## config.mk

```make
export PLATFORM = sky130hd
export DESIGN_NAME = yuyv_to_rgb_converter
export DESIGN_NICKNAME = d
export VERILOG_FILES = /design/src/hw/rtl/ytr_pkg.sv /design/src/hw/rtl/ytr_pixel.sv /design/src/hw/rtl/yuyv_to_rgb_converter.sv
export SDC_FILE = /design/constraint.sdc
export NUM_CORES = 1
export LEC_CHECK = 0
export ABC_AREA = 1
export BUFFER_PORTS_ARGS = -buffer_cell sky130_fd_sc_hd__buf_2
export CORE_MARGIN = 4
export CORE_UTILIZATION = 35
export CTS_CLUSTER_DIAMETER = 120
export DETAILED_ROUTE_END_ITERATION = 6
export PLACE_DENSITY = 0.6
export SLEW_MARGIN = 20
export SYNTH_ARGS = -nofsm -noshare
export SYNTH_HDL_FRONTEND = slang
export SYNTH_HIERARCHICAL = 1
export SYNTH_SLANG_ARGS = --single-unit
```

## constraint.sdc

```tcl
create_clock -name clk_i -period 5.22 [get_ports clk_i]
set_input_delay 0.522 -clock clk_i [delete_from_list [all_inputs] [get_ports clk_i]]
set_output_delay 0.522 -clock clk_i [all_outputs]
set_load 0.02 [all_outputs]
```

## src/hw/rtl/ytr_pkg.sv

```systemverilog
// ytr_pkg: shared types, constants and helper functions for the YUYV to RGB converter.
// Used by ytr_pixel and yuyv_to_rgb_converter. Has no dependencies of its own.
package ytr_pkg;

  // Field widths
  localparam int unsigned PIX_W  = 8;
  localparam int unsigned FRAC_W = 16;
  localparam int unsigned COEF_W = 18;                 // signed, covers 113538
  localparam int unsigned DIFF_W = PIX_W + 1;          // signed chroma minus 128
  localparam int unsigned SUM_W  = COEF_W + DIFF_W;    // products and sums
  localparam int unsigned INT_W  = SUM_W - FRAC_W;     // floored integer part

  // Color matrix coefficients, 16 fraction bits, rounded to nearest
  localparam logic signed [COEF_W-1:0] COEF_RV = 18'sd89831;
  localparam logic signed [COEF_W-1:0] COEF_GV = 18'sd45744;
  localparam logic signed [COEF_W-1:0] COEF_GU = 18'sd22127;
  localparam logic signed [COEF_W-1:0] COEF_BU = 18'sd113538;

  localparam logic [DIFF_W-1:0] CHROMA_OFS = 9'd128;
  localparam logic [PIX_W-1:0]  OUT_SCALE  = 8'd220;   // applied as (c * 220) >> 8
  localparam logic [PIX_W-1:0]  PIX_MAX    = 8'd255;
  localparam logic [PIX_W-1:0]  OUT_MAX    = 8'd219;

  // One YUYV macropixel
  typedef struct packed {
    logic [PIX_W-1:0] first_luma;
    logic [PIX_W-1:0] blue_diff;
    logic [PIX_W-1:0] second_luma;
    logic [PIX_W-1:0] red_diff;
    logic             frame_end;
  } ytr_in_t;

  // Two RGB pixels
  typedef struct packed {
    logic [PIX_W-1:0] first_red;
    logic [PIX_W-1:0] first_green;
    logic [PIX_W-1:0] first_blue;
    logic [PIX_W-1:0] second_red;
    logic [PIX_W-1:0] second_green;
    logic [PIX_W-1:0] second_blue;
    logic             frame_end_out;
  } ytr_out_t;

  // Chroma products shared by both pixels of a macropixel
  typedef struct packed {
    logic signed [SUM_W-1:0] rv;
    logic signed [SUM_W-1:0] gv;
    logic signed [SUM_W-1:0] gu;
    logic signed [SUM_W-1:0] bu;
  } ytr_chroma_t;

  typedef struct packed {
    logic [PIX_W-1:0] red;
    logic [PIX_W-1:0] green;
    logic [PIX_W-1:0] blue;
  } ytr_rgb_t;

  // Stage load enables handed to the per-pixel datapath
  typedef struct packed {
    logic s2_load;
    logic s3_load;
  } ytr_ctrl_t;

  // Floor to integer, clamp to 0..255, scale by 220/256 with floor
  function automatic logic [PIX_W-1:0] clamp_scale(logic signed [SUM_W-1:0] sum);
    logic signed [INT_W-1:0] whole;
    logic [PIX_W-1:0]        clamped;
    logic [2*PIX_W-1:0]      scaled;
    whole = sum[SUM_W-1:FRAC_W];   // arithmetic floor: drop fraction bits
    if (whole[INT_W-1]) begin
      clamped = '0;
    end else if (whole > $signed({{(INT_W-PIX_W){1'b0}}, PIX_MAX})) begin
      clamped = PIX_MAX;
    end else begin
      clamped = whole[PIX_W-1:0];
    end
    scaled = clamped * OUT_SCALE;
    return scaled[2*PIX_W-1:PIX_W];
  endfunction

endpackage

```

## src/hw/rtl/ytr_pixel.sv

```systemverilog
// ytr_pixel: stages two and three of the converter for one pixel (sums, then clamp and scale).
// Depends on ytr_pkg.
module ytr_pixel import ytr_pkg::*; (
  input  logic             clk_i,
  input  ytr_ctrl_t        ctrl_i,
  input  logic [PIX_W-1:0] luma_i,
  input  ytr_chroma_t      chroma_i,
  output ytr_rgb_t         rgb_o
);

  logic signed [SUM_W-1:0] base;
  logic signed [SUM_W-1:0] r_sum_d, g_sum_d, b_sum_d;
  logic signed [SUM_W-1:0] r_sum_q, g_sum_q, b_sum_q;
  ytr_rgb_t                rgb_d, rgb_q;

  // Stage 2: luma at 16 fraction bits combined with the chroma terms
  assign base    = $signed({{(SUM_W-PIX_W-FRAC_W){1'b0}}, luma_i, {FRAC_W{1'b0}}});
  assign r_sum_d = base + chroma_i.rv;
  assign g_sum_d = base - chroma_i.gv - chroma_i.gu;
  assign b_sum_d = base + chroma_i.bu;

  always_ff @(posedge clk_i) begin
    if (ctrl_i.s2_load) begin
      r_sum_q <= r_sum_d;
      g_sum_q <= g_sum_d;
      b_sum_q <= b_sum_d;
    end
  end

  // Stage 3: floor, clamp and scale each channel
  always_comb begin
    rgb_d.red   = clamp_scale(r_sum_q);
    rgb_d.green = clamp_scale(g_sum_q);
    rgb_d.blue  = clamp_scale(b_sum_q);
  end

  always_ff @(posedge clk_i) begin
    if (ctrl_i.s3_load) begin
      rgb_q <= rgb_d;
    end
  end

  assign rgb_o = rgb_q;

endmodule

```

## src/hw/rtl/yuyv_to_rgb_converter.sv

```systemverilog
// yuyv_to_rgb_converter: top level, YUYV 4:2:2 macropixel in, two scaled RGB pixels out.
// Depends on ytr_pkg and ytr_pixel.

// Converts one YUYV macropixel per transaction into two RGB888 pixels whose channels are
// scaled by 220/256 (range 0..219); the end-of-frame flag travels with its macropixel.
// The datapath is a three-stage pipeline: chroma products, luma sums, then clamp and
// scale into the output register. An accepted transaction moves through the stage-one
// registers, the sum registers and the output register in that order, and any stage
// holds while the one after it is full and cannot move. One transaction is taken every
// cycle as long as the output side keeps out_ready_i high. in_ready_o only drops when
// all three stages hold data and the output is stalled.
module yuyv_to_rgb_converter import ytr_pkg::*; (
  input  logic     clk_i,
  input  logic     rst_ni,
  input  logic     in_valid_i,
  output logic     in_ready_o,
  input  ytr_in_t  in_data_i,
  output logic     out_valid_o,
  input  logic     out_ready_i,
  output ytr_out_t out_data_o
);

  logic v1_q, v2_q, v3_q;
  logic en1, en2, en3;
  ytr_ctrl_t ctrl;

  logic signed [DIFF_W-1:0] du, dv;
  ytr_chroma_t              chroma_d, chroma_q;
  logic [PIX_W-1:0]         y0_q, y1_q;
  logic                     fe1_q, fe2_q, fe3_q;
  ytr_rgb_t                 rgb0, rgb1;

  // Stage enables: a stage may load when it is empty or the next one moves
  assign en3 = !v3_q || out_ready_i;
  assign en2 = !v2_q || en3;
  assign en1 = !v1_q || en2;
  assign in_ready_o = en1;

  assign ctrl.s2_load = en2 && v1_q;
  assign ctrl.s3_load = en3 && v2_q;

  // Valid bits
  always_ff @(posedge clk_i or negedge rst_ni) begin
    if (!rst_ni) begin
      v1_q <= 1'b0;
      v2_q <= 1'b0;
      v3_q <= 1'b0;
    end else begin
      if (en1) v1_q <= in_valid_i;
      if (en2) v2_q <= v1_q;
      if (en3) v3_q <= v2_q;
    end
  end

  // Stage 1: chroma offsets and the four shared products
  assign du = $signed({1'b0, in_data_i.blue_diff} - CHROMA_OFS);
  assign dv = $signed({1'b0, in_data_i.red_diff} - CHROMA_OFS);

  always_comb begin
    chroma_d.rv = COEF_RV * dv;
    chroma_d.gv = COEF_GV * dv;
    chroma_d.gu = COEF_GU * du;
    chroma_d.bu = COEF_BU * du;
  end

  always_ff @(posedge clk_i) begin
    if (en1 && in_valid_i) begin
      chroma_q <= chroma_d;
      y0_q     <= in_data_i.first_luma;
      y1_q     <= in_data_i.second_luma;
      fe1_q    <= in_data_i.frame_end;
    end
    if (ctrl.s2_load) fe2_q <= fe1_q;
    if (ctrl.s3_load) fe3_q <= fe2_q;
  end

  // Stages 2 and 3, one instance per pixel
  ytr_pixel u_pix0 (
    .clk_i    (clk_i),
    .ctrl_i   (ctrl),
    .luma_i   (y0_q),
    .chroma_i (chroma_q),
    .rgb_o    (rgb0)
  );

  ytr_pixel u_pix1 (
    .clk_i    (clk_i),
    .ctrl_i   (ctrl),
    .luma_i   (y1_q),
    .chroma_i (chroma_q),
    .rgb_o    (rgb1)
  );

  assign out_valid_o = v3_q;

  always_comb begin
    out_data_o.first_red     = rgb0.red;
    out_data_o.first_green   = rgb0.green;
    out_data_o.first_blue    = rgb0.blue;
    out_data_o.second_red    = rgb1.red;
    out_data_o.second_green  = rgb1.green;
    out_data_o.second_blue   = rgb1.blue;
    out_data_o.frame_end_out = fe3_q;
  end

  // Back-pressure only when every stage is occupied and the output stalls
  a_ready_full: assert property (@(posedge clk_i) disable iff (!rst_ni)
    !in_ready_o |-> (v1_q && v2_q && v3_q && !out_ready_i))
    else $error("in_ready_o low with a free pipeline slot");

  // A new result only arrives from stage two
  a_out_source: assert property (@(posedge clk_i) disable iff (!rst_ni)
    (out_valid_o && !$past(out_valid_o && !out_ready_i)) |-> $past(v2_q))
    else $error("output valid without data in stage two");

  // Scaled channels stay within 0..219
  a_out_range: assert property (@(posedge clk_i) disable iff (!rst_ni)
    out_valid_o |-> (out_data_o.first_red <= OUT_MAX && out_data_o.first_green <= OUT_MAX
      && out_data_o.first_blue <= OUT_MAX && out_data_o.second_red <= OUT_MAX
      && out_data_o.second_green <= OUT_MAX && out_data_o.second_blue <= OUT_MAX))
    else $error("output channel above scaled range");

endmodule
```

==> metrics <==
Starting Density a little over a third; Final GP Congestion 0.929; Arr. time, crit path between 4000 and 5000 ps; worst-margin pin slew around 700 ps; CP required 5530 ps; final critical-path required period approximately 4300 ps; proportion of layout cells with a drive suffix above 1 under 10%; All-Layer GR Usage 15.7%; unrepaired setup endpoints after global routing no; Clock Pin Slew Worst Setup and Hold Paths 60 ps; number of setup buffers added after CTS 0; Finished Cell Area 0.0315 mm²; clock sinks around 210; Die Wd about 290 µm; port bufs 87; Rel. slew slack a little over half; Post-DRT Antenna Nets 0; Via density approximately 4.6; CP startpoint kind flip-flop; Post-Synthesis Cells 3502; detailed-route wire length per cell ~14 µm; H-tree levels 1; Hold Path Depth 1; setup TNS 0 ps; WL final 66.7 mm; pre-CTS setup slack 462 ps; CTS Buf Count 27; worst reg-to-reg path cell count 17; core area 0.0808 mm²; DP HPWL 58.0 mm; die footprint 0.0865 mm²; final setup margin between 800 and 900 ps; final setup vio count 0; pin count of the biggest net entering global routing 56; Clk Latency, worst-skew pair 570 ps; dpl cell area 0.0305 mm²; Layout Nets 4425; clk buf depth 3; Rows 104; Fin Clk Skew 16.7 ps; Hold Violations, Final 0; Syn Std Cell Area 0.0286 mm²; CP max FO 8; antenna violations before repair 2; first-pass GRT wire length 110 mm; period utilisation layout 82.9%; grt ovf 0; number of global-route vias before repair approximately 22000; routed vias ~22000; status completed; HP Class in -> reg; syn_area_per_cell 8.18 µm²; die extent in y 294 µm; Crit Path Class reg -> reg; Initial DRC Count 1072; root buffer cell clkbuf_16; Syn-to-layout area delta 9.89%; yosys warns 6; drt first pass iters 6; maximum clock rate between 200 and 250 MHz; max-slew violations 0; Post-route DRC 0; Top Ports 88; max cap viols 0; CTS tree built; CP Capture Type flip-flop
## layout make-up
type / instances / area, µm²
clock buffer: 28 / 689
clock inverter: 21 / 279
inverter: 845 / 3170
timing repair buffer: 97 / 513
antenna: 2 / 5.00
multi-input combinational: 2456 / 19300
fill: 8272 / 49300
sequential: 205 / 6140
tap: 1060 / 1330
## worst max-delay path: stages, from the launching register on
cell and delay [ps]:
edfxtp_1 360, nor2_1 100, inv_1 110, o21ai_0 530, inv_1 240, fa_1 540, fa_1 490, inv_1 50
fa_1 520, inv_1 40, ha_1 330, inv_1 120, o21bai_2 80, nand3_1 70, nand3_1 150, nand2_1 110
nand2_1 60, xor2_1 140
## stage by stage
step / hold slack [ps] / cells / utilization [%]
2_1_floorplan: 226 / 3509 / -
3_3_place_gp: 320 / 4662 / 37.7
3_5_place_dp: 323 / 4662 / 37.7
4_1_cts: 90.1 / 4712 / 38.9
5_1_grt: 103 / 4712 / 38.9
6_report: 130 / 4714 / 39.0
## repair_timing
action	4_1_cts	5_1_grt
endpoints found under the hold margin	3	0
gates resized for setup	0	0
hold buffers	1	0
## worst paths after layout
check,from,end,slack (ps)
worst max-delay path,u_pix0/b_sum_q[25],u_pix0/rgb_o[7],890
worst min register to register,fe2_q,fe3_q,420
max in group asynchronous,rst_ni,out_valid_o,4820
min in group asynchronous,rst_ni,v1_q,290
worst min-delay path,in_data_i[14],y1_q[5],130
worst max register to register,u_pix0/b_sum_q[25],u_pix0/rgb_o[7],890
## layer usage
metal / vias up / track usage [%] / share of wire [%]
li1: 11300 / - / -
met2: 352 / 26.3 / 45
met3: 86 / 1.86 / 4.2
met1: 9840 / 21.7 / 48
met5: - / 0 / 0
met4: 0 / 3.84 / 2.4
## state kept, by name, indices dropped and copies added (netlist names)
register,cells
fe2_q,1
y1_q,8
out_valid_o,1
v2_q,1
u_pix0/rgb_o,24
y0_q,8
fe3_q,1
v1_q,1
u_pix0/g_sum_q,11
u_pix1/r_sum_q,11
fe1_q,1
u_pix0/r_sum_q,11
u_pix1/rgb_o,24
u_pix1/g_sum_q,11
chroma_q,69
u_pix1/b_sum_q,11
u_pix0/b_sum_q,11
## cell usage in the layout, fill, tap and decap left out, drive strengths merged
cell         instances
nor3                41
nor3b                1
conb                 8
xnor2               34
nand3              162
dlygate4sd3          1
nand3b               8
o2111ai              1
diode                2
a21o                 7
fa                 226
clkinvlp             3
o21ai               87
dfrtp                3
o21bai              41
a21boi               3
and2                 4
clkinv              11
nand4               34
bufinv               5
nor2               222
buf                 96
edfxtp             202
inv                847
ha                 530
nand2b               2
a21oi              181
clkbuf              28
nor4                 1
a31oi                1
or2                 15
a211o                2
nand2              758
xor2                79
o21a                 8
Power is left out: the tool's default activity adds up to more than one toggle a clock period on the data nets, which glitch-free logic cannot reach.
